===== src/hw/rtl/crt_pkg.sv =====
`default_nettype none
package crt_pkg;
    localparam int MAX_EQUATIONS = 4;
    localparam int MODULUS_BITS = 16;
    localparam int WIDE = 64;
    localparam int CNT_W = 3;

    typedef enum logic [1:0] {
        ST_OK          = 2'd0,
        ST_NOT_COPRIME = 2'd1,
        ST_TOO_MANY    = 2'd2
    } status_t;

    typedef enum logic [3:0] {
        S_IDLE,
        S_CHECK,
        S_RED_M,
        S_EUCLID,
        S_RED_R,
        S_RED_A,
        S_KLOAD,
        S_RED_K,
        S_MULK,
        S_MULM,
        S_OUT
    } state_t;

    // Operand that the remainder unit is loaded with.
    typedef enum logic [1:0] {
        RED_RMOD,
        RED_RRES,
        RED_A,
        RED_K
    } red_src_t;

    // Commands from the controller to the datapath.
    typedef struct packed {
        logic     load;
        logic     set_nc;
        logic     red_start;
        red_src_t red_src;
        logic     red_step;
        logic     eu_start;
        logic     eu_step;
        logic     inv_calc;
        logic     rres_save;
        logic     diff_calc;
        logic     mul_start;
        logic     mul_k;
        logic     mul_step;
        logic     acc;
        logic     mod_update;
        logic     clear;
    } cmd_t;

    // Status from the datapath to the controller.
    typedef struct packed {
        logic red_done;
        logic eu_done;
        logic mul_done;
        logic gcd_one;
        logic m_zero;
        logic err_set;
        logic last;
    } stat_t;
endpackage
`default_nettype wire


===== src/hw/rtl/crt_ctrl.sv =====
`default_nettype none
module crt_ctrl
    import crt_pkg::*;
(
    input  wire logic  clk,
    input  wire logic  rst_n,
    input  wire logic  in_valid,
    output logic       in_ready,
    output logic       out_valid,
    input  wire logic  out_ready,
    input  wire stat_t st,
    output cmd_t       cmd
);
    state_t state_reg, state_next;

    always_ff @(posedge clk or negedge rst_n)
    begin
        if (!rst_n)
        begin
            state_reg <= S_IDLE;
        end
        else
        begin
            state_reg <= state_next;
        end
    end

    always_comb
    begin
        state_next = state_reg;
        cmd = '0;
        in_ready = 1'b0;
        out_valid = 1'b0;
        unique case (state_reg)
            S_IDLE:
            begin
                in_ready = 1'b1;
                if (in_valid)
                begin
                    cmd.load = 1'b1;
                    state_next = S_CHECK;
                end
            end
            S_CHECK:
            begin
                // Count and error are settled after the load cycle.
                if (st.err_set)
                begin
                    cmd.mul_start = 1'b1;
                    state_next = S_MULM;
                end
                else if (st.m_zero)
                begin
                    cmd.set_nc = 1'b1;
                    cmd.mul_start = 1'b1;
                    state_next = S_MULM;
                end
                else
                begin
                    cmd.red_start = 1'b1;
                    cmd.red_src = RED_RMOD;
                    state_next = S_RED_M;
                end
            end
            S_RED_M:
            begin
                if (st.red_done)
                begin
                    cmd.eu_start = 1'b1;
                    state_next = S_EUCLID;
                end
                else
                begin
                    cmd.red_step = 1'b1;
                end
            end
            S_EUCLID:
            begin
                if (st.eu_done)
                begin
                    if (st.gcd_one)
                    begin
                        cmd.inv_calc = 1'b1;
                        cmd.red_start = 1'b1;
                        cmd.red_src = RED_RRES;
                        state_next = S_RED_R;
                    end
                    else
                    begin
                        cmd.set_nc = 1'b1;
                        cmd.mul_start = 1'b1;
                        state_next = S_MULM;
                    end
                end
                else
                begin
                    cmd.eu_step = 1'b1;
                end
            end
            S_RED_R:
            begin
                if (st.red_done)
                begin
                    cmd.rres_save = 1'b1;
                    cmd.red_start = 1'b1;
                    cmd.red_src = RED_A;
                    state_next = S_RED_A;
                end
                else
                begin
                    cmd.red_step = 1'b1;
                end
            end
            S_RED_A:
            begin
                if (st.red_done)
                begin
                    cmd.diff_calc = 1'b1;
                    state_next = S_KLOAD;
                end
                else
                begin
                    cmd.red_step = 1'b1;
                end
            end
            S_KLOAD:
            begin
                cmd.red_start = 1'b1;
                cmd.red_src = RED_K;
                state_next = S_RED_K;
            end
            S_RED_K:
            begin
                if (st.red_done)
                begin
                    cmd.mul_start = 1'b1;
                    cmd.mul_k = 1'b1;
                    state_next = S_MULK;
                end
                else
                begin
                    cmd.red_step = 1'b1;
                end
            end
            S_MULK:
            begin
                if (st.mul_done)
                begin
                    cmd.acc = 1'b1;
                    cmd.mul_start = 1'b1;
                    state_next = S_MULM;
                end
                else
                begin
                    cmd.mul_step = 1'b1;
                end
            end
            S_MULM:
            begin
                if (st.mul_done)
                begin
                    cmd.mod_update = 1'b1;
                    state_next = st.last ? S_OUT : S_IDLE;
                end
                else
                begin
                    cmd.mul_step = 1'b1;
                end
            end
            S_OUT:
            begin
                out_valid = 1'b1;
                if (out_ready)
                begin
                    cmd.clear = 1'b1;
                    state_next = S_IDLE;
                end
            end
            default:
            begin
                state_next = S_IDLE;
            end
        endcase
    end
endmodule
`default_nettype wire


===== src/hw/rtl/crt_datapath.sv =====
`default_nettype none
module crt_datapath
    import crt_pkg::*;
(
    input  wire logic                      clk,
    input  wire logic                      rst_n,
    input  wire logic [15:0]               residue,
    input  wire logic [15:0]               modulus,
    input  wire logic                      last,
    input  wire cmd_t                      cmd,
    output stat_t                          st,
    output logic [WIDE-1:0]                solution,
    output logic [WIDE-1:0]                combined_modulus,
    output logic [1:0]                     status
);
    localparam logic [15:0] MMASK = 16'((32'd1 << MODULUS_BITS) - 1);
    localparam int RED_BITS = 7;

    logic [WIDE-1:0]     rmod_reg, rres_reg;
    status_t             err_reg, err_next;
    logic [CNT_W-1:0]    cnt_reg, cnt_next;
    logic [15:0]         m_reg, a_reg;
    logic                last_reg;
    // Restoring reducer: remainder of a 64-bit value by m, one bit a cycle.
    logic [WIDE-1:0]     rq_reg;
    logic [15:0]         rr_reg;
    logic [RED_BITS-1:0] rcnt_reg;
    logic [16:0]         rr_sh;
    // Operands of k = ((a - r) * inverse) mod m.
    logic [15:0]         rres_red_reg, diff_reg, inv_reg;
    logic [16:0]         diff_sum;
    logic [31:0]         kprod;
    // Euclid registers: one quotient bit a cycle, then one update.
    logic [15:0]         r0_reg, r1_reg;
    logic signed [17:0]  s0_reg, s1_reg;
    logic [15:0]         q_reg, qr_reg;
    logic [4:0]          qcnt_reg;
    logic [16:0]         qr_sh;
    logic signed [16:0]  q_s;
    logic signed [34:0]  s_prod, s_diff;
    logic signed [17:0]  inv_tmp;
    // Shift-add multiplier of the running modulus by a 16-bit factor.
    logic [WIDE-1:0]     macc_reg, mmul_reg;
    logic [15:0]         mfac_reg;
    logic [4:0]          mcnt_reg;

    assign rr_sh    = {rr_reg, rq_reg[WIDE-1]};
    assign qr_sh    = {qr_reg, r0_reg[4'd15 - qcnt_reg[3:0]]};
    assign q_s      = {1'b0, q_reg};
    assign s_prod   = 35'(q_s) * 35'(s1_reg);
    assign s_diff   = 35'(s0_reg) - s_prod;
    assign inv_tmp  = s0_reg[17] ? s0_reg + $signed({2'b00, m_reg}) : s0_reg;
    assign diff_sum = {1'b0, rr_reg} + {1'b0, m_reg} - {1'b0, rres_red_reg};
    assign kprod    = 32'(diff_reg) * 32'(inv_reg);

    always_comb
    begin
        cnt_next = cnt_reg;
        err_next = err_reg;
        if (cmd.clear)
        begin
            cnt_next = '0;
            err_next = ST_OK;
        end
        else if (cmd.load)
        begin
            if (cnt_reg >= CNT_W'(MAX_EQUATIONS))
            begin
                if (err_reg == ST_OK)
                begin
                    err_next = ST_TOO_MANY;
                end
            end
            else
            begin
                cnt_next = cnt_reg + 1'b1;
            end
        end
        else if (cmd.set_nc && err_reg == ST_OK)
        begin
            err_next = ST_NOT_COPRIME;
        end
    end

    always_ff @(posedge clk or negedge rst_n)
    begin
        if (!rst_n)
        begin
            rmod_reg     <= WIDE'(1);
            rres_reg     <= '0;
            err_reg      <= ST_OK;
            cnt_reg      <= '0;
            m_reg        <= '0;
            a_reg        <= '0;
            last_reg     <= 1'b0;
            rq_reg       <= '0;
            rr_reg       <= '0;
            rcnt_reg     <= '0;
            rres_red_reg <= '0;
            diff_reg     <= '0;
            inv_reg      <= '0;
            r0_reg       <= '0;
            r1_reg       <= '0;
            s0_reg       <= '0;
            s1_reg       <= '0;
            q_reg        <= '0;
            qr_reg       <= '0;
            qcnt_reg     <= '0;
            macc_reg     <= '0;
            mmul_reg     <= '0;
            mfac_reg     <= '0;
            mcnt_reg     <= '0;
        end
        else
        begin
            cnt_reg <= cnt_next;
            err_reg <= err_next;
            if (cmd.load)
            begin
                m_reg <= modulus & MMASK;
                a_reg <= residue;
                last_reg <= last;
            end
            // Reducer; a narrow operand starts part-way so only its bits are walked.
            if (cmd.red_start)
            begin
                rr_reg <= '0;
                unique case (cmd.red_src)
                    RED_RMOD:
                    begin
                        rq_reg <= rmod_reg;
                        rcnt_reg <= '0;
                    end
                    RED_RRES:
                    begin
                        rq_reg <= rres_reg;
                        rcnt_reg <= '0;
                    end
                    RED_A:
                    begin
                        rq_reg <= {a_reg, 48'd0};
                        rcnt_reg <= RED_BITS'(48);
                    end
                    RED_K:
                    begin
                        rq_reg <= {kprod, 32'd0};
                        rcnt_reg <= RED_BITS'(32);
                    end
                endcase
            end
            else if (cmd.red_step)
            begin
                rq_reg <= rq_reg << 1;
                rr_reg <= (rr_sh >= {1'b0, m_reg}) ? 16'(rr_sh - {1'b0, m_reg}) : rr_sh[15:0];
                rcnt_reg <= rcnt_reg + 1'b1;
            end
            if (cmd.rres_save)
            begin
                rres_red_reg <= rr_reg;
            end
            if (cmd.diff_calc)
            begin
                diff_reg <= (diff_sum >= {1'b0, m_reg}) ? 16'(diff_sum - {1'b0, m_reg})
                                                        : diff_sum[15:0];
            end
            if (cmd.inv_calc)
            begin
                inv_reg <= inv_tmp[15:0];
            end
            // Euclid on (M mod m, m).
            if (cmd.eu_start)
            begin
                r0_reg <= rr_reg;
                r1_reg <= m_reg;
                s0_reg <= 18'sd1;
                s1_reg <= 18'sd0;
                qcnt_reg <= '0;
                qr_reg <= '0;
                q_reg <= '0;
            end
            else if (cmd.eu_step)
            begin
                if (qcnt_reg != 5'd16)
                begin
                    qcnt_reg <= qcnt_reg + 1'b1;
                    if (qr_sh >= {1'b0, r1_reg})
                    begin
                        qr_reg <= 16'(qr_sh - {1'b0, r1_reg});
                        q_reg <= {q_reg[14:0], 1'b1};
                    end
                    else
                    begin
                        qr_reg <= qr_sh[15:0];
                        q_reg <= {q_reg[14:0], 1'b0};
                    end
                end
                else
                begin
                    r0_reg <= r1_reg;
                    r1_reg <= qr_reg;
                    s0_reg <= s1_reg;
                    s1_reg <= s_diff[17:0];
                    qcnt_reg <= '0;
                    qr_reg <= '0;
                    q_reg <= '0;
                end
            end
            // Multiplier.
            if (cmd.mul_start)
            begin
                macc_reg <= '0;
                mmul_reg <= rmod_reg;
                mfac_reg <= cmd.mul_k ? rr_reg : m_reg;
                mcnt_reg <= '0;
            end
            else if (cmd.mul_step)
            begin
                if (mfac_reg[0])
                begin
                    macc_reg <= macc_reg + mmul_reg;
                end
                mmul_reg <= mmul_reg << 1;
                mfac_reg <= mfac_reg >> 1;
                mcnt_reg <= mcnt_reg + 1'b1;
            end
            if (cmd.clear)
            begin
                rmod_reg <= WIDE'(1);
                rres_reg <= '0;
            end
            else
            begin
                if (cmd.acc)
                begin
                    rres_reg <= rres_reg + macc_reg;
                end
                if (cmd.mod_update)
                begin
                    rmod_reg <= macc_reg;
                end
            end
        end
    end

    assign st.red_done = rcnt_reg == RED_BITS'(WIDE);
    assign st.eu_done  = r1_reg == 16'd0;
    assign st.mul_done = mcnt_reg == 5'd16;
    assign st.gcd_one  = r0_reg == 16'd1;
    assign st.m_zero   = m_reg == 16'd0;
    assign st.err_set  = err_reg != ST_OK;
    assign st.last     = last_reg;

    assign solution         = (err_reg == ST_OK) ? rres_reg : '0;
    assign combined_modulus = rmod_reg;
    assign status           = err_reg;
endmodule
`default_nettype wire


===== src/hw/rtl/crt_solver_incremental_core.sv =====
`default_nettype none
// Incremental CRT solver: each input transaction carries one congruence,
// folded into a running system by a controller and a bit-serial datapath
// (one-bit-a-cycle remainder unit, Euclid unit with a bit-serial quotient and
// one update per step, shift-add multiplier). The block takes one item at a
// time and raises in_ready only when idle. For a good item the Euclid run
// takes 1 up to about 24 steps for 16-bit moduli; it and the two 64-bit
// reductions dominate the time. An item arriving with an error already set
// or a zero modulus goes straight to the modulus multiply. The block
// returns to idle before it accepts the next item. A result transaction
// appears only for the item marked last, and the block waits for it to be
// taken.
module crt_solver_incremental_core
    import crt_pkg::*;
(
    input  wire logic        clk,
    input  wire logic        rst_n,
    input  wire logic        in_valid,
    output logic             in_ready,
    input  wire logic [15:0] residue,
    input  wire logic [15:0] modulus,
    input  wire logic        last,
    output logic             out_valid,
    input  wire logic        out_ready,
    output logic [63:0]      solution,
    output logic [63:0]      combined_modulus,
    output logic [1:0]       status
);
    cmd_t  cmd;
    stat_t st;

    crt_ctrl u_ctrl (
        .clk(clk), .rst_n(rst_n), .in_valid(in_valid), .in_ready(in_ready),
        .out_valid(out_valid), .out_ready(out_ready), .st(st), .cmd(cmd)
    );

    crt_datapath u_dp (
        .clk(clk), .rst_n(rst_n), .residue(residue), .modulus(modulus),
        .last(last), .cmd(cmd), .st(st), .solution(solution),
        .combined_modulus(combined_modulus), .status(status)
    );

    // The status is never the unused code.
    assert property (@(posedge clk) disable iff (!rst_n) status != 2'd3)
        else $error("bad status");
    // Input and output are never offered together.
    assert property (@(posedge clk) disable iff (!rst_n) !(in_ready && out_valid))
        else $error("overlap");
    // A waiting result stays offered and unchanged.
    assert property (@(posedge clk) disable iff (!rst_n)
        out_valid && !out_ready |=> out_valid && $stable(solution) &&
        $stable(combined_modulus) && $stable(status))
        else $error("result changed while waiting");
endmodule
`default_nettype wire

===== config.mk =====
export PLATFORM = sky130hd
export DESIGN_NAME = crt_solver_incremental_core
export DESIGN_NICKNAME = d
export VERILOG_FILES = /design/src/hw/rtl/crt_pkg.sv /design/src/hw/rtl/crt_ctrl.sv /design/src/hw/rtl/crt_datapath.sv /design/src/hw/rtl/crt_solver_incremental_core.sv
export SDC_FILE = /design/constraint.sdc
export NUM_CORES = 2
export LEC_CHECK = 0
export BUFFER_PORTS_ARGS = -buffer_cell sky130_fd_sc_hd__buf_2
export CAP_MARGIN = 5
export CORE_MARGIN = 2
export CORE_UTILIZATION = 45
export CTS_BUF_LIST = sky130_fd_sc_hd__clkbuf_16
export CTS_CLUSTER_DIAMETER = 200
export DETAILED_ROUTE_END_ITERATION = 12
export PLACE_DENSITY_LB_ADDON = 0.1
export SYNTH_ARGS = -nofsm -noshare
export SYNTH_HDL_FRONTEND = slang
export SYNTH_SLANG_ARGS = --single-unit

===== constraint.sdc =====
create_clock -name clk -period 9.5 [get_ports clk]
set_input_delay 1.425 -clock clk [delete_from_list [all_inputs] [get_ports clk]]
set_output_delay 1.425 -clock clk [all_outputs]
set_load 0.01 [all_outputs]

==> out/results.ini <==
[synthesis]
synth_cell_type_count=93
ys_async_sr_fraction_pct=100
synth_edf_count=0
avgSynthCellArea_sq_um=8.76
syn_inst=5610
yosysSeqAreaShare_pct=28.5
synth_ff_type=dfrtp_1
syn_nets=6371
synth_area_sq_mm=0.0491
synth_warnings=0
synth_seq_cells=559

[global_routing]
grt_max_degree=153
grt_pass1_wl_mm=241
overflow=0
track_usage_pct=27.4
antenna_found_initial=5
grt_pass1_vias=40582

[setup_path]
cp.arrival_ns=7.58
crit_required_ns=10.04
reg2reg_depth=22
reg2reg_from=u_dp.diff_reg[6]$_DFFE_PN0P_
rrSetupSlack_ns=2.46
crit_type=flip-flop to flip-flop
end_kind=flip-flop
cp-start-kind=flip-flop
cp_max_fo=17
startpoint=u_dp.diff_reg[6]$_DFFE_PN0P_

[clocking]
clkTransAtPathRegs_ns=0.06
cts_resized=0
clkLatencyLatePin_ns=0.65
cts_tree=done
cts_buffers=73
cts_sinks=559
cts-root-buf=clkbuf_16
holdBufCountCts=0
h-tree-depth=3
clk_path_buf_depth=3
cts_setup_buffers=0

[floorplan]
fp.dieArea_sq_mm=0.112
die_h_microns=334
initial_core_util_pct=45.3
coreArea_sq_mm=0.109
io-pin-count=169
die_x_microns=334
num_rows=121

[placed_design]
place_congestion=0.912
io_buffers=168
dp_hpwl_mm=114

[final_layout]
final_cell_mix=nand2_1 (894), dfrtp_1 (558), inv_1 (520)
final_common_cell=nand2_1
nets=6368
diodes=0
layout-drive-gt1-share_pct=7.69
area_delta_synth_final_pct=8.77

[routing]
drtPass1Iterations=6
ant_nets=0
vias=40416
drt_iter0_drc=3014
viasPerCell=5.71
wl_mm=151
drc=0
wl_per_cell_microns=21.4

[worst_hold_path]
hp-class=flip-flop to flip-flop
min_path_cells=2
min_from=u_dp.rq_reg[45]$_DFFE_PN0P_

[sta]
slew_headroom_pct=11.2
rsz0062_at_grt=no
setup_viol=0
setup_tns_ns=0
report.final.slew_viol_count=0
tightest_slew_ns=1.32
period_minus_slack_ns=7.04
hold_viol=0
max_freq_ghz=0.142
fin_crit_sh_pct=74.1
fin_skew_ns=0.0413

[pwr]
power.total_w=0.0148
power.density_mw_per_mm2=277
peakVddDrop_mv=0.439
leakage_nw=26.1

[run]
drv_cap=0

[outcome]
outcome=complete, no violations

-- cells in the mapped netlist, types with 38 or more instances --
| cell | n | share of area, % |
|---|---|---|
| a21o_1 | 91 | 1.4 |
| a21oi_1 | 245 | 2.5 |
| a22o_1 | 62 | 1.1 |
| a22oi_1 | 72 | 1.1 |
| a31oi_1 | 61 | 0.78 |
| and2_1 | 291 | 3.7 |
| and3_1 | 50 | 0.64 |
| clkbuf_1 | 262 | 2.0 |
| dfrtp_1 | 558 | 28 |
| fa_1 | 341 | 14 |
| ha_1 | 383 | 9.8 |
| inv_1 | 507 | 3.9 |
| mux2_2 | 53 | 1.2 |
| mux2i_1 | 80 | 1.6 |
| nand2_1 | 899 | 6.9 |
| nand2b_1 | 38 | 0.48 |
| nand3_1 | 225 | 2.3 |
| nand4_1 | 52 | 0.66 |
| nor2_1 | 195 | 1.5 |
| nor3_1 | 58 | 0.59 |
| o21ai_0 | 393 | 4.0 |
| xnor2_1 | 159 | 2.8 |
| xor2_1 | 89 | 1.6 |
-- per-stage QoR --
step	std cells	utilization (%)	hold WS, ns	worst slack (ns)	instance area, sq um
global route	7072	49.2	0.518	2.17	53500
finish	7072	49.2	0.483	2.46	53500
detailed placement	6946	47.1	0.472	2.62	51100
CTS	7072	49.2	0.484	2.48	53500
floorplan	5610	-	0.445	3.24	49100
global placement	6946	47.1	0.462	2.62	51100
-- critical path, cell delays in order, from the launching register on --
cell and delay, ns:
dfrtp_1 0.65, and2_1 0.29, fa_1 0.53, inv_1 0.05, fa_1 0.50, fa_1 0.51, inv_1 0.05, fa_1 0.48
fa_1 0.55, inv_1 0.06, fa_1 0.53, inv_1 0.04, ha_1 0.37, nand4_1 0.15, nor4bb_1 0.49, o21ai_0 0.34
a211o_1 0.43, o211ai_1 0.23, o211ai_1 0.17, o21ai_0 0.24, xnor2_1 0.09, a21oi_1 0.14, nor2_1 0.05
-- power by group --
| group | leakage (nW) | internal [W] | switching, W |
|---|---|---|---|
| clock | 1.17 | 0.00159 | 0.00118 |
| sequential | 7.42 | 0.00309 | 0.00109 |
| combinational | 17.5 | 0.00314 | 0.00474 |
| total | 26.1 | 0.00782 | 0.00701 |
-- logic make-up (layout without fill, tap and decap cells) --
kind of cell,Yosys count,in the layout,share of synthesized area [%]
multiplexers,138,138,3.07
buffers and inverters,796,844,6.12
AO/OA/AOI/OAI,1224,1224,16.0
adder cells (fa/ha/maj),724,724,23.6
XOR/XNOR,248,248,4.42
flip-flops,559,559,28.5
AND/OR/NAND/NOR,1921,1921,18.3
-- final timing paths --
check	to
worst min-delay path	u_dp.rq_reg[45]$_DFFE_PN0P_
worst max-delay path	u_dp.rq_reg[62]$_DFFE_PN0P_
max in group asynchronous	u_dp.s1_reg[13]$_DFFE_PN0P_
min in group asynchronous	u_dp.q_reg[6]$_DFFE_PN0P_
worst min register to register	u_dp.rq_reg[45]$_DFFE_PN0P_
worst max register to register	u_dp.rq_reg[62]$_DFFE_PN0P_
-- area by class of cell --
class	instances	area (sq um)
repair buffers	211	1210
clock inverters	52	468
multi-input cells	4255	32300
flip-flops and latches	559	14000
inverters	507	1900
clock buffers	74	1850
well taps	1414	1770
fillers	10428	55100
-- layer usage --
| layer | track usage [%] | vias up | routed length, microns |
|---|---|---|---|
| met1 | 38.6 | 20170 | 69700 |
| met2 | 44.4 | 956 | 70000 |
| met4 | 7.69 | 2 | 4200 |
| met5 | 0 | - | 15 |
| met3 | 3.60 | 211 | 7430 |
| li1 | - | 19077 | - |
(Power assumes the default switching activity.)
